## src/sv/ppi_pkg.sv

```systemverilog
// ============================================================================
// ppi_pkg
// Shared types and constants for the path point interpolator.
// ============================================================================
package ppi_pkg;

    // Weight format: signed, W_FRAC fraction bits, saturated to +-2^SAT_LOG.
    localparam int W_FRAC  = 16;
    localparam int SAT_LOG = 2;
    localparam int QW      = W_FRAC + SAT_LOG + 1;  // unsigned quotient bits
    localparam int QCW     = $clog2(QW);
    localparam int WT_W    = QW + 1;                // signed weight
    localparam int DIFF_W  = 33;                    // b - a of two 32-bit values
    localparam int PROD_W  = DIFF_W + WT_W;
    localparam int SC_W    = PROD_W - W_FRAC;       // scaled difference
    localparam int SUM_W   = SC_W + 1;
    localparam int SEL_W   = $clog2(SAT_LOG + 1);

    localparam logic [QW-1:0] W_LIM = QW'(1) << (W_FRAC + SAT_LOG);

    localparam int NFIELDS = 7;
    localparam int NBLEND  = 6;

    // Field slots within a stored point
    localparam logic [2:0] F_X     = 3'd0;
    localparam logic [2:0] F_Y     = 3'd1;
    localparam logic [2:0] F_HEAD  = 3'd2;
    localparam logic [2:0] F_CURV  = 3'd3;
    localparam logic [2:0] F_RATE  = 3'd4;
    localparam logic [2:0] F_ACCEL = 3'd5;
    localparam logic [2:0] F_S     = 3'd6;

    localparam logic REQ_PUSH  = 1'b0;
    localparam logic REQ_QUERY = 1'b1;

    // Input payload, last declared field (pos_x) in the lowest bits
    typedef struct packed {
        logic signed [31:0] position_s;
        logic signed [31:0] curvature_accel;
        logic signed [31:0] curvature_rate;
        logic signed [31:0] curvature;
        logic signed [15:0] heading;
        logic signed [31:0] pos_y;
        logic signed [31:0] pos_x;
    } in_payload_t;

    // Result payload, last declared field (out_x) in the lowest bits
    typedef struct packed {
        logic signed [31:0] out_s;
        logic signed [31:0] out_curvature_accel;
        logic signed [31:0] out_curvature_rate;
        logic signed [31:0] out_curvature;
        logic signed [15:0] out_heading;
        logic signed [31:0] out_y;
        logic signed [31:0] out_x;
    } out_payload_t;

endpackage

```

## src/sv/path_point_interpolator_core.sv

```systemverilog
// ============================================================================
// path_point_interpolator_core
// Two-point path store with linear interpolation at a queried arc position.
// ============================================================================
// The block keeps the two most recently pushed path points (x, y, heading,
// curvature, curvature rate, curvature accel, s). A push (tuser = 0) stores a
// point and produces no result. A query (tuser = 1) returns one
// result: weight w = (q - s0) / (s1 - s0) in signed Q3.16, saturated to +-4,
// x/y/curvature fields blended as a + w*(b - a) with round-half-up and
// saturation, heading blended along the shorter arc modulo 2^16, and q
// echoed as out_s. With fewer than two points held, or |s1 - s0| <= min_span,
// the older point is returned with the degenerate flag set in m_tuser.
// A query occupies the block through span setup and checks (S_SETUP, S_ABS,
// S_CHECK), a radix-2 restoring divider (one quotient bit per cycle) for the
// weight, then a multiply and an add step per field through one shared 33x20
// multiplier for the six blended fields, then the hand-off to the output
// register. A degenerate query finishes after the checks. s_tready is low
// while a query is being worked on; a finished result held in the output
// register does not block new input transfers, only the hand-off of the next
// result. min_span is written through cfg_* at any time the block is idle;
// cfg_ready is always high.
// ============================================================================
module path_point_interpolator_core (
    input  logic         aclk,
    input  logic         aresetn,

    // Configuration: min_span, unsigned Q16.0, in position_s LSBs
    input  logic         cfg_valid,
    output logic         cfg_ready,
    input  logic [15:0]  cfg_data,

    // Input stream
    input  logic         s_tvalid,
    output logic         s_tready,
    // [31:0] pos_x, [63:32] pos_y, [79:64] heading, [111:80] curvature,
    // [143:112] curvature_rate, [175:144] curvature_accel, [207:176] position_s
    input  logic [207:0] s_tdata,
    // [0] req_type (0 push, 1 query)
    input  logic         s_tuser,

    // Result stream
    output logic         m_tvalid,
    input  logic         m_tready,
    // [31:0] out_x, [63:32] out_y, [79:64] out_heading, [111:80] out_curvature,
    // [143:112] out_curvature_rate, [175:144] out_curvature_accel,
    // [207:176] out_s
    output logic [207:0] m_tdata,
    // [0] degenerate
    output logic         m_tuser
);

    // Sequencer states
    localparam logic [2:0] S_IDLE  = 3'd0;
    localparam logic [2:0] S_SETUP = 3'd1;  // den = s1 - s0, num = q - s0
    localparam logic [2:0] S_ABS   = 3'd2;  // magnitudes and signs
    localparam logic [2:0] S_CHECK = 3'd3;  // degenerate / saturation test
    localparam logic [2:0] S_DIV   = 3'd4;  // one quotient bit per cycle
    localparam logic [2:0] S_MUL   = 3'd5;  // diff * w into product register
    localparam logic [2:0] S_ADD   = 3'd6;  // round, add base, saturate
    localparam logic [2:0] S_DONE  = 3'd7;  // hand off to output register

    logic [2:0] state_reg, state_next;

    // Point store: older and newer slot, one word per field
    logic [31:0] older_reg [ppi_pkg::NFIELDS];
    logic [31:0] newer_reg [ppi_pkg::NFIELDS];
    logic [1:0]  held_reg;
    logic [15:0] min_span_reg;

    // Query working registers
    logic signed [31:0]             q_reg;
    logic signed [32:0]             den_reg;
    logic signed [32:0]             num_reg;
    logic [31:0]                    aden_reg;
    logic [31:0]                    anum_reg;
    logic                           wneg_reg;
    logic                           degen_reg;
    logic                           wsat_reg;
    logic [31:0]                    rem_reg;
    logic [ppi_pkg::QW-1:0]         quo_reg;
    logic [ppi_pkg::QCW-1:0]        bit_reg;
    logic signed [ppi_pkg::WT_W-1:0]   w_reg;
    logic signed [ppi_pkg::PROD_W-1:0] prod_reg;
    logic signed [32:0]             base_reg;
    logic [2:0]                     fld_reg;
    logic [31:0]                    res_reg [ppi_pkg::NBLEND];

    // Output register
    logic         m_tvalid_reg;
    logic [207:0] m_tdata_reg;
    logic         m_tuser_reg;

    ppi_pkg::in_payload_t  in_p;
    ppi_pkg::out_payload_t out_p;
    logic [31:0]           np [ppi_pkg::NFIELDS];

    logic s_xfer, out_free;
    logic degen_c;  // span too small or fewer than two points

    assign cfg_ready = 1'b1;
    assign s_tready  = (state_reg == S_IDLE);
    assign s_xfer    = s_tvalid && s_tready;
    assign out_free  = !m_tvalid_reg || m_tready;
    assign m_tvalid  = m_tvalid_reg;
    assign m_tdata   = m_tdata_reg;
    assign m_tuser   = m_tuser_reg;

    assign degen_c = (held_reg != 2'd2) || (aden_reg <= {16'd0, min_span_reg});

    assign in_p  = ppi_pkg::in_payload_t'(s_tdata);

    always_comb begin
        np[ppi_pkg::F_X]     = in_p.pos_x;
        np[ppi_pkg::F_Y]     = in_p.pos_y;
        np[ppi_pkg::F_HEAD]  = {16'd0, in_p.heading};
        np[ppi_pkg::F_CURV]  = in_p.curvature;
        np[ppi_pkg::F_RATE]  = in_p.curvature_rate;
        np[ppi_pkg::F_ACCEL] = in_p.curvature_accel;
        np[ppi_pkg::F_S]     = in_p.position_s;
    end

    // ---------------- divider step ----------------
    logic [ppi_pkg::QCW-1:0]   bit_off;
    logic [ppi_pkg::SEL_W-1:0] bit_sel;
    logic [ppi_pkg::SAT_LOG:0] anum_top;
    logic                      div_in;
    logic [32:0]               rem_sh;
    logic [33:0]               rem_sub;

    assign bit_off  = bit_reg - ppi_pkg::QCW'(ppi_pkg::W_FRAC);
    assign bit_sel  = bit_off[ppi_pkg::SEL_W-1:0];
    assign anum_top = anum_reg[ppi_pkg::SAT_LOG:0];
    // Dividend is anum << W_FRAC: low W_FRAC bits are zero
    assign div_in   = (bit_reg >= ppi_pkg::QCW'(ppi_pkg::W_FRAC)) ? anum_top[bit_sel] : 1'b0;
    assign rem_sh   = {rem_reg, div_in};
    assign rem_sub  = {1'b0, rem_sh} - {2'b00, aden_reg};

    // Quotient with the final bit folded in, then saturated and signed
    logic [ppi_pkg::QW-1:0]          quo_fin;
    logic [ppi_pkg::QW-1:0]          quo_sat;
    logic signed [ppi_pkg::WT_W-1:0] w_fin;

    assign quo_fin = {quo_reg[ppi_pkg::QW-2:0], !rem_sub[33]};
    assign quo_sat = (wsat_reg || quo_fin > ppi_pkg::W_LIM) ? ppi_pkg::W_LIM : quo_fin;
    assign w_fin   = wneg_reg ? -$signed({1'b0, quo_sat}) : $signed({1'b0, quo_sat});

    // ---------------- blend datapath ----------------
    logic signed [15:0]               h0, h1;
    logic signed [17:0]               hd_raw, hd_wrap;
    logic signed [32:0]               a_c, b_c, diff_c;
    logic signed [ppi_pkg::PROD_W-1:0] prod_c;
    logic signed [ppi_pkg::PROD_W-1:0] prod_rnd;
    logic signed [ppi_pkg::SC_W-1:0]   scaled;
    logic signed [ppi_pkg::SUM_W-1:0]  sum_c;
    logic [31:0]                      res_c;

    assign h0     = older_reg[ppi_pkg::F_HEAD][15:0];
    assign h1     = newer_reg[ppi_pkg::F_HEAD][15:0];
    assign hd_raw = 18'(h1) - 18'(h0);

    always_comb begin
        // Shorter arc: wrap into [-32768, 32768]
        if (hd_raw > 18'sd32768) begin
            hd_wrap = hd_raw - 18'sd65536;
        end else if (hd_raw < -18'sd32768) begin
            hd_wrap = hd_raw + 18'sd65536;
        end else begin
            hd_wrap = hd_raw;
        end
        if (fld_reg == ppi_pkg::F_HEAD) begin
            a_c    = 33'(h0);
            b_c    = 33'(h1);
            diff_c = 33'(hd_wrap);
        end else begin
            a_c    = 33'($signed(older_reg[fld_reg]));
            b_c    = 33'($signed(newer_reg[fld_reg]));
            diff_c = b_c - a_c;
        end
    end

    assign prod_c   = ppi_pkg::PROD_W'(diff_c) * ppi_pkg::PROD_W'(w_reg);
    assign prod_rnd = prod_reg + (ppi_pkg::PROD_W'(1) <<< (ppi_pkg::W_FRAC - 1));
    assign scaled   = ppi_pkg::SC_W'(prod_rnd >>> ppi_pkg::W_FRAC);
    assign sum_c    = ppi_pkg::SUM_W'(base_reg) + ppi_pkg::SUM_W'(scaled);

    always_comb begin
        if (fld_reg == ppi_pkg::F_HEAD) begin
            res_c = {16'd0, sum_c[15:0]};  // wraps modulo 2^16
        end else if (sum_c > ppi_pkg::SUM_W'(32'sh7FFF_FFFF)) begin
            res_c = 32'h7FFF_FFFF;
        end else if (sum_c < -ppi_pkg::SUM_W'(33'sh0_8000_0000)) begin
            res_c = 32'h8000_0000;
        end else begin
            res_c = sum_c[31:0];
        end
    end

    // Result word for the output register
    always_comb begin
        out_p.out_x               = res_reg[ppi_pkg::F_X];
        out_p.out_y               = res_reg[ppi_pkg::F_Y];
        out_p.out_heading         = res_reg[ppi_pkg::F_HEAD][15:0];
        out_p.out_curvature       = res_reg[ppi_pkg::F_CURV];
        out_p.out_curvature_rate  = res_reg[ppi_pkg::F_RATE];
        out_p.out_curvature_accel = res_reg[ppi_pkg::F_ACCEL];
        out_p.out_s               = q_reg;
    end

    // ---------------- sequencer ----------------
    always_comb begin
        state_next = state_reg;
        case (state_reg)
            S_IDLE: begin
                if (s_xfer && s_tuser == ppi_pkg::REQ_QUERY) begin
                    state_next = S_SETUP;
                end
            end
            S_SETUP: state_next = S_ABS;
            S_ABS:   state_next = S_CHECK;
            S_CHECK: state_next = degen_c ? S_DONE : S_DIV;
            S_DIV: begin
                if (bit_reg == '0) begin
                    state_next = S_MUL;
                end
            end
            S_MUL:   state_next = S_ADD;
            S_ADD: begin
                if (fld_reg == ppi_pkg::F_ACCEL) begin
                    state_next = S_DONE;
                end else begin
                    state_next = S_MUL;
                end
            end
            S_DONE: begin
                if (out_free) begin
                    state_next = S_IDLE;
                end
            end
            default: state_next = S_IDLE;
        endcase
    end

    always_ff @(posedge aclk) begin
        if (!aresetn) begin
            state_reg    <= S_IDLE;
            held_reg     <= 2'd0;
            min_span_reg <= 16'd0;
            m_tvalid_reg <= 1'b0;
            for (int i = 0; i < ppi_pkg::NFIELDS; i++) begin
                older_reg[i] <= 32'd0;
                newer_reg[i] <= 32'd0;
            end
        end else begin
            state_reg <= state_next;

            if (cfg_valid && cfg_ready) begin
                min_span_reg <= cfg_data;
            end

            // Load on hand-off, clear once the transfer is taken
            if (state_reg == S_DONE && out_free) begin
                m_tvalid_reg <= 1'b1;
            end else if (m_tready) begin
                m_tvalid_reg <= 1'b0;
            end

            case (state_reg)
                S_IDLE: begin
                    if (s_xfer) begin
                        if (s_tuser == ppi_pkg::REQ_PUSH) begin
                            for (int i = 0; i < ppi_pkg::NFIELDS; i++) begin
                                older_reg[i] <= (held_reg == 2'd0) ? np[i] : newer_reg[i];
                                newer_reg[i] <= np[i];
                            end
                            if (held_reg != 2'd2) begin
                                held_reg <= held_reg + 2'd1;
                            end
                        end else begin
                            q_reg <= in_p.position_s;
                        end
                    end
                end
                S_SETUP: begin
                    den_reg <= 33'($signed(newer_reg[ppi_pkg::F_S]))
                             - 33'($signed(older_reg[ppi_pkg::F_S]));
                    num_reg <= 33'(q_reg) - 33'($signed(older_reg[ppi_pkg::F_S]));
                end
                S_ABS: begin
                    aden_reg <= den_reg[32] ? 32'(-den_reg) : den_reg[31:0];
                    anum_reg <= num_reg[32] ? 32'(-num_reg) : num_reg[31:0];
                    wneg_reg <= num_reg[32] != den_reg[32];
                end
                S_CHECK: begin
                    degen_reg <= degen_c;
                    // Quotient would need more than QW bits
                    wsat_reg  <= {(ppi_pkg::SAT_LOG + 1)'(0), anum_reg}
                               >= {aden_reg, (ppi_pkg::SAT_LOG + 1)'(0)};
                    rem_reg   <= anum_reg >> (ppi_pkg::SAT_LOG + 1);
                    quo_reg   <= '0;
                    bit_reg   <= ppi_pkg::QCW'(ppi_pkg::QW - 1);
                    fld_reg   <= ppi_pkg::F_X;
                    for (int i = 0; i < ppi_pkg::NBLEND; i++) begin
                        res_reg[i] <= older_reg[i];
                    end
                end
                S_DIV: begin
                    rem_reg <= rem_sub[33] ? rem_sh[31:0] : rem_sub[31:0];
                    quo_reg <= quo_fin;
                    bit_reg <= bit_reg - ppi_pkg::QCW'(1);
                    if (bit_reg == '0) begin
                        w_reg <= w_fin;
                    end
                end
                S_MUL: begin
                    prod_reg <= prod_c;
                    base_reg <= a_c;
                end
                S_ADD: begin
                    res_reg[fld_reg] <= res_c;
                    fld_reg          <= fld_reg + 3'd1;
                end
                S_DONE: begin
                    if (out_free) begin
                        m_tdata_reg  <= out_p;
                        m_tuser_reg  <= degen_reg;
                    end
                end
                default: begin
                end
            endcase
        end
    end

endmodule
```

## config.mk

```make
export PLATFORM = sky130hd
export DESIGN_NAME = path_point_interpolator_core
export DESIGN_NICKNAME = d
export VERILOG_FILES = /design/src/sv/ppi_pkg.sv /design/src/sv/path_point_interpolator_core.sv
export SDC_FILE = /design/constraint.sdc
export NUM_CORES = 2
export LEC_CHECK = 0
export ABC_AREA = 1
export BUFFER_PORTS_ARGS = -buffer_cell sky130_fd_sc_hd__clkbuf_2
export CORE_MARGIN = 1.5
export CORE_UTILIZATION = 55
export DETAILED_ROUTE_END_ITERATION = 8
export GPL_TIMING_DRIVEN = 0
export PLACE_DENSITY = 0.87
export RECOVER_POWER = 50
export REMOVE_ABC_BUFFERS = 1
export SYNTH_ARGS = -nofsm -noshare
export SYNTH_HDL_FRONTEND = slang
export SYNTH_SLANG_ARGS = --single-unit
```

## constraint.sdc

```tcl
create_clock -name aclk -period 19.8 [get_ports aclk]
set_clock_uncertainty 0.2 [all_clocks]
set_input_delay 4.95 -clock aclk [delete_from_list [all_inputs] [get_ports aclk]]
set_output_delay 4.95 -clock aclk [all_outputs]
set_load 0.1 [all_outputs]
```

==> impl_metrics.py <==
metrics = {
    "floorplan": {
        "floorplan.die.height_um": 394,
        "core.rowCount": 143,
        "design.core.area_um2": 152000,
        "die_x_um": 394,
        "io_pins": 442,
        "floorplan.die_area_um2": 156000,
        "initial_core_util_pct": 55.4,
    },
    "synth": {
        "synth-seq-cells": 1139,
        "synth_edf_count": 1114,
        "netlist_instances": 9522,
        "yosysSeqAreaShare_pct": 40.3,
        "leading_post_synthesis_cells_by_cell_area": "sky130_fd_sc_hd__edfxtp_1, sky130_fd_sc_hd__fa_1, sky130_fd_sc_hd__nand2_1",
        "ys.warnings.count": 0,
        "synth_top_flop_cell": "sky130_fd_sc_hd__edfxtp_1",
        "syn-cell-area_um2": 84300,
        "synth.largest_area_cell": "sky130_fd_sc_hd__edfxtp_1",
        "yosysUniqueCellTypes": 69,
        "avgSynthCellArea_um2": 8.85,
        "async_reset_ff_share_pct": 0,
        "yosys_top_cell_area_share_pct": 39.7,
    },
    "global_route": {
        "grt_util_all_layers_pct": 36.1,
        "first_global_vias": 70491,
        "antenna_found_initial": 47,
        "grt_first_pass_wirelength_um": 423000,
        "grt_max_degree": 135,
        "globalRouteOverflowTotal": 0,
    },
    "timing": {
        "max_clock_freq_mhz": 64.3,
        "worst_slew_margin_rel_pct": -171,
        "tightest_slew_ns": 4.07,
        "grt_setup_unrepaired": "false",
        "period_needed_ns": 15.56,
        "fin_worst_hold_slack_ns": 0.218,
        "hold_violations": 0,
        "totalNegativeSetupSlack_ns": 0,
        "final.period_utilization_pct": 78.6,
        "setup_viol": 0,
        "timing.final.max_slew_violations": 796,
    },
    "routing": {
        "wirelength_um": 285000,
        "post_drt_wl_per_cell_um": 23.9,
        "route.detailed.drc": 2,
        "post_drt_via_cell_ratio": 5.95,
        "dr.pass1.iters": 9,
        "drtAntennaViolNets": 0,
        "detail_route.iter0.violations": 10240,
        "via_count": 71208,
    },
    "cts": {
        "root_buffer": "sky130_fd_sc_hd__clkbuf_16",
        "cts_setup_buffers": 0,
        "cts-root-to-sink-buffers": 3,
        "cts_tree": "done",
        "cts.sinks": 1139,
        "cts.reportedPaths.clkPinSlew_ns": 0.07,
        "cts_resized": 0,
        "numCtsBuffers": 107,
        "cts-htree-levels": 3,
        "clk_latency_ns": 0.78,
        "post_cts_hold_buffers": 0,
    },
    "critical_path": {
        "critical_path.max_fanout": 66,
        "crit_path_start_kind": "flop",
        "timing.critical_path.slowest_stage_cell": "sky130_fd_sc_hd__clkinvlp_2",
        "worstSetupPathType": "reg2reg",
        "worst_path_dominant_cell_family": "adder cells",
        "timing.critical_path.buf_inv": 10,
        "timing.critical_path.mode_cell": "sky130_fd_sc_hd__nand2_1",
        "required_ns": 20.08,
        "cp.arrival_ns": 15.84,
        "end_kind": "flop",
        "max_stage_delay_ns": 1.69,
    },
    "final_layout": {
        "final_core_utilization_pct": 60.6,
        "final_layout_size_suffix_gt1_share_pct": 6.36,
        "layout-area-overhead-vs-synth_pct": 9.43,
        "finalInstanceArea_um2": 92200,
        "fillCellCount": 12409,
        "finish.net_count": 11061,
    },
    "placed_design": {
        "globalplace.congestion": 1.04,
        "hpwlAfterDp_um": 216000,
        "placed_area_um2": 89000,
        "io_buffer_count": 440,
    },
    "run": {
        "maxCapViolations": 18,
    },
    "outcome": {
        "outcome": "finished, violations left",
        "failed_checks": "design-rule violations, max-capacitance violations, max-slew violations",
    },
    "hold_path": {
        "hold_path.class": "reg2reg",
    },
}
[cells in the final DEF (no fill, tap or decap), types with 23 or more instances in the layout]
master and count:
sky130_fd_sc_hd__nand2_1 2153, sky130_fd_sc_hd__inv_1 1581, sky130_fd_sc_hd__edfxtp_1 1114, sky130_fd_sc_hd__nor2_1 1086, sky130_fd_sc_hd__fa_1 659, sky130_fd_sc_hd__a21oi_1 620, sky130_fd_sc_hd__o21ai_0 434, sky130_fd_sc_hd__ha_1 366
sky130_fd_sc_hd__nand3_1 244, sky130_fd_sc_hd__clkbuf_2 241, sky130_fd_sc_hd__clkbuf_1 224, sky130_fd_sc_hd__xor2_1 171, sky130_fd_sc_hd__xnor2_1 113, sky130_fd_sc_hd__clkbuf_16 107, sky130_fd_sc_hd__nor3_1 74, sky130_fd_sc_hd__nand4_1 64
sky130_fd_sc_hd__nand2_2 52, sky130_fd_sc_hd__a31oi_1 41, sky130_fd_sc_hd__o211ai_1 37, sky130_fd_sc_hd__diode_2 32, sky130_fd_sc_hd__clkinv_1 31, sky130_fd_sc_hd__o21bai_1 31, sky130_fd_sc_hd__o22ai_1 31, sky130_fd_sc_hd__inv_2 29
sky130_fd_sc_hd__or2_2 25, sky130_fd_sc_hd__nor4_1 25, sky130_fd_sc_hd__a21boi_0 24, sky130_fd_sc_hd__dfxtp_1 23
[cells by family (layout without fill, tap and decap cells)]
kind of cell | after synthesis | in the layout | synth area share, %
AND/OR/NAND/NOR | 3785 | 3785 | 18.1
adder cells (fa/ha/maj) | 1026 | 1026 | 21.1
buffers and inverters | 1958 | 2334 | 8.88
other | 1 | 33 | 0.00445
AO/OA/AOI/OAI | 1328 | 1328 | 8.68
flip-flops | 1139 | 1139 | 40.3
XOR/XNOR | 285 | 285 | 2.98
[metal layers]
metal	wire [um]	part of all wire [%]	track usage, %
met1	101000	35	46.3
met2	126000	44	55.1
met3	39500	14	10.7
met4	19400	6.8	19.7
met5	168	0.059	0
[synthesized netlist by cell type (22+ instances only)]
| master | number |
|---|---|
| sky130_fd_sc_hd__a21oi_1 | 620 |
| sky130_fd_sc_hd__fa_1 | 659 |
| sky130_fd_sc_hd__xnor2_1 | 113 |
| sky130_fd_sc_hd__nor2_2 | 22 |
| sky130_fd_sc_hd__o211ai_1 | 37 |
| sky130_fd_sc_hd__nor4_1 | 24 |
| sky130_fd_sc_hd__nand2_2 | 49 |
| sky130_fd_sc_hd__ha_1 | 367 |
| sky130_fd_sc_hd__edfxtp_1 | 1114 |
| sky130_fd_sc_hd__o21ai_0 | 433 |
| sky130_fd_sc_hd__or2_2 | 25 |
| sky130_fd_sc_hd__nand3_1 | 244 |
| sky130_fd_sc_hd__nor3_1 | 75 |
| sky130_fd_sc_hd__dfxtp_1 | 25 |
| sky130_fd_sc_hd__o21bai_1 | 31 |
| sky130_fd_sc_hd__inv_2 | 31 |
| sky130_fd_sc_hd__o22ai_1 | 31 |
| sky130_fd_sc_hd__nor2_1 | 1090 |
| sky130_fd_sc_hd__xor2_1 | 171 |
| sky130_fd_sc_hd__nand4_1 | 64 |
| sky130_fd_sc_hd__inv_1 | 1582 |
| sky130_fd_sc_hd__a31oi_1 | 41 |
| sky130_fd_sc_hd__nand2_1 | 2157 |
| sky130_fd_sc_hd__clkbuf_1 | 279 |
| sky130_fd_sc_hd__buf_2 | 25 |
[stage by stage]
stage               setup slack [ns]  std cells
finish                          4.24      11960
global route                    3.89      11947
CTS                             7.37      11926
detailed placement              7.41      11724
global placement               -9.78      11656
floorplan                     -0.576       9186
[worst paths after layout]
| kind | start | end | slack (ns) | cells past startpoint |
|---|---|---|---|---|
| worst max-delay path | flop | prod_reg[45]$_DFFE_PP_ | 4.24 | 41 |
| worst max register to register | flop | prod_reg[45]$_DFFE_PP_ | 4.24 | 41 |
| worst min-delay path | res_reg[0][28]$_DFFE_PP_ | m_tdata[28]$_DFFE_PP_ | 0.22 | 0 |
| worst min register to register | res_reg[0][28]$_DFFE_PP_ | m_tdata[28]$_DFFE_PP_ | 0.22 | 0 |
[area by class of cell]
type	count	area (um^2)	share of cell area (%)
clock buffers	119	2720	2.95
diodes	32	80.1	0.0868
multi-input cells	6425	42900	46.5
well taps	2030	2540	2.75
inverters	1622	6110	6.62
repair buffers	510	3070	3.32
clock inverters	83	840	0.910
flip-flops and latches	1139	34000	36.8
Power is not shown: default switching activity piles up to over one toggle a cycle in this logic, so the estimate is an artifact.
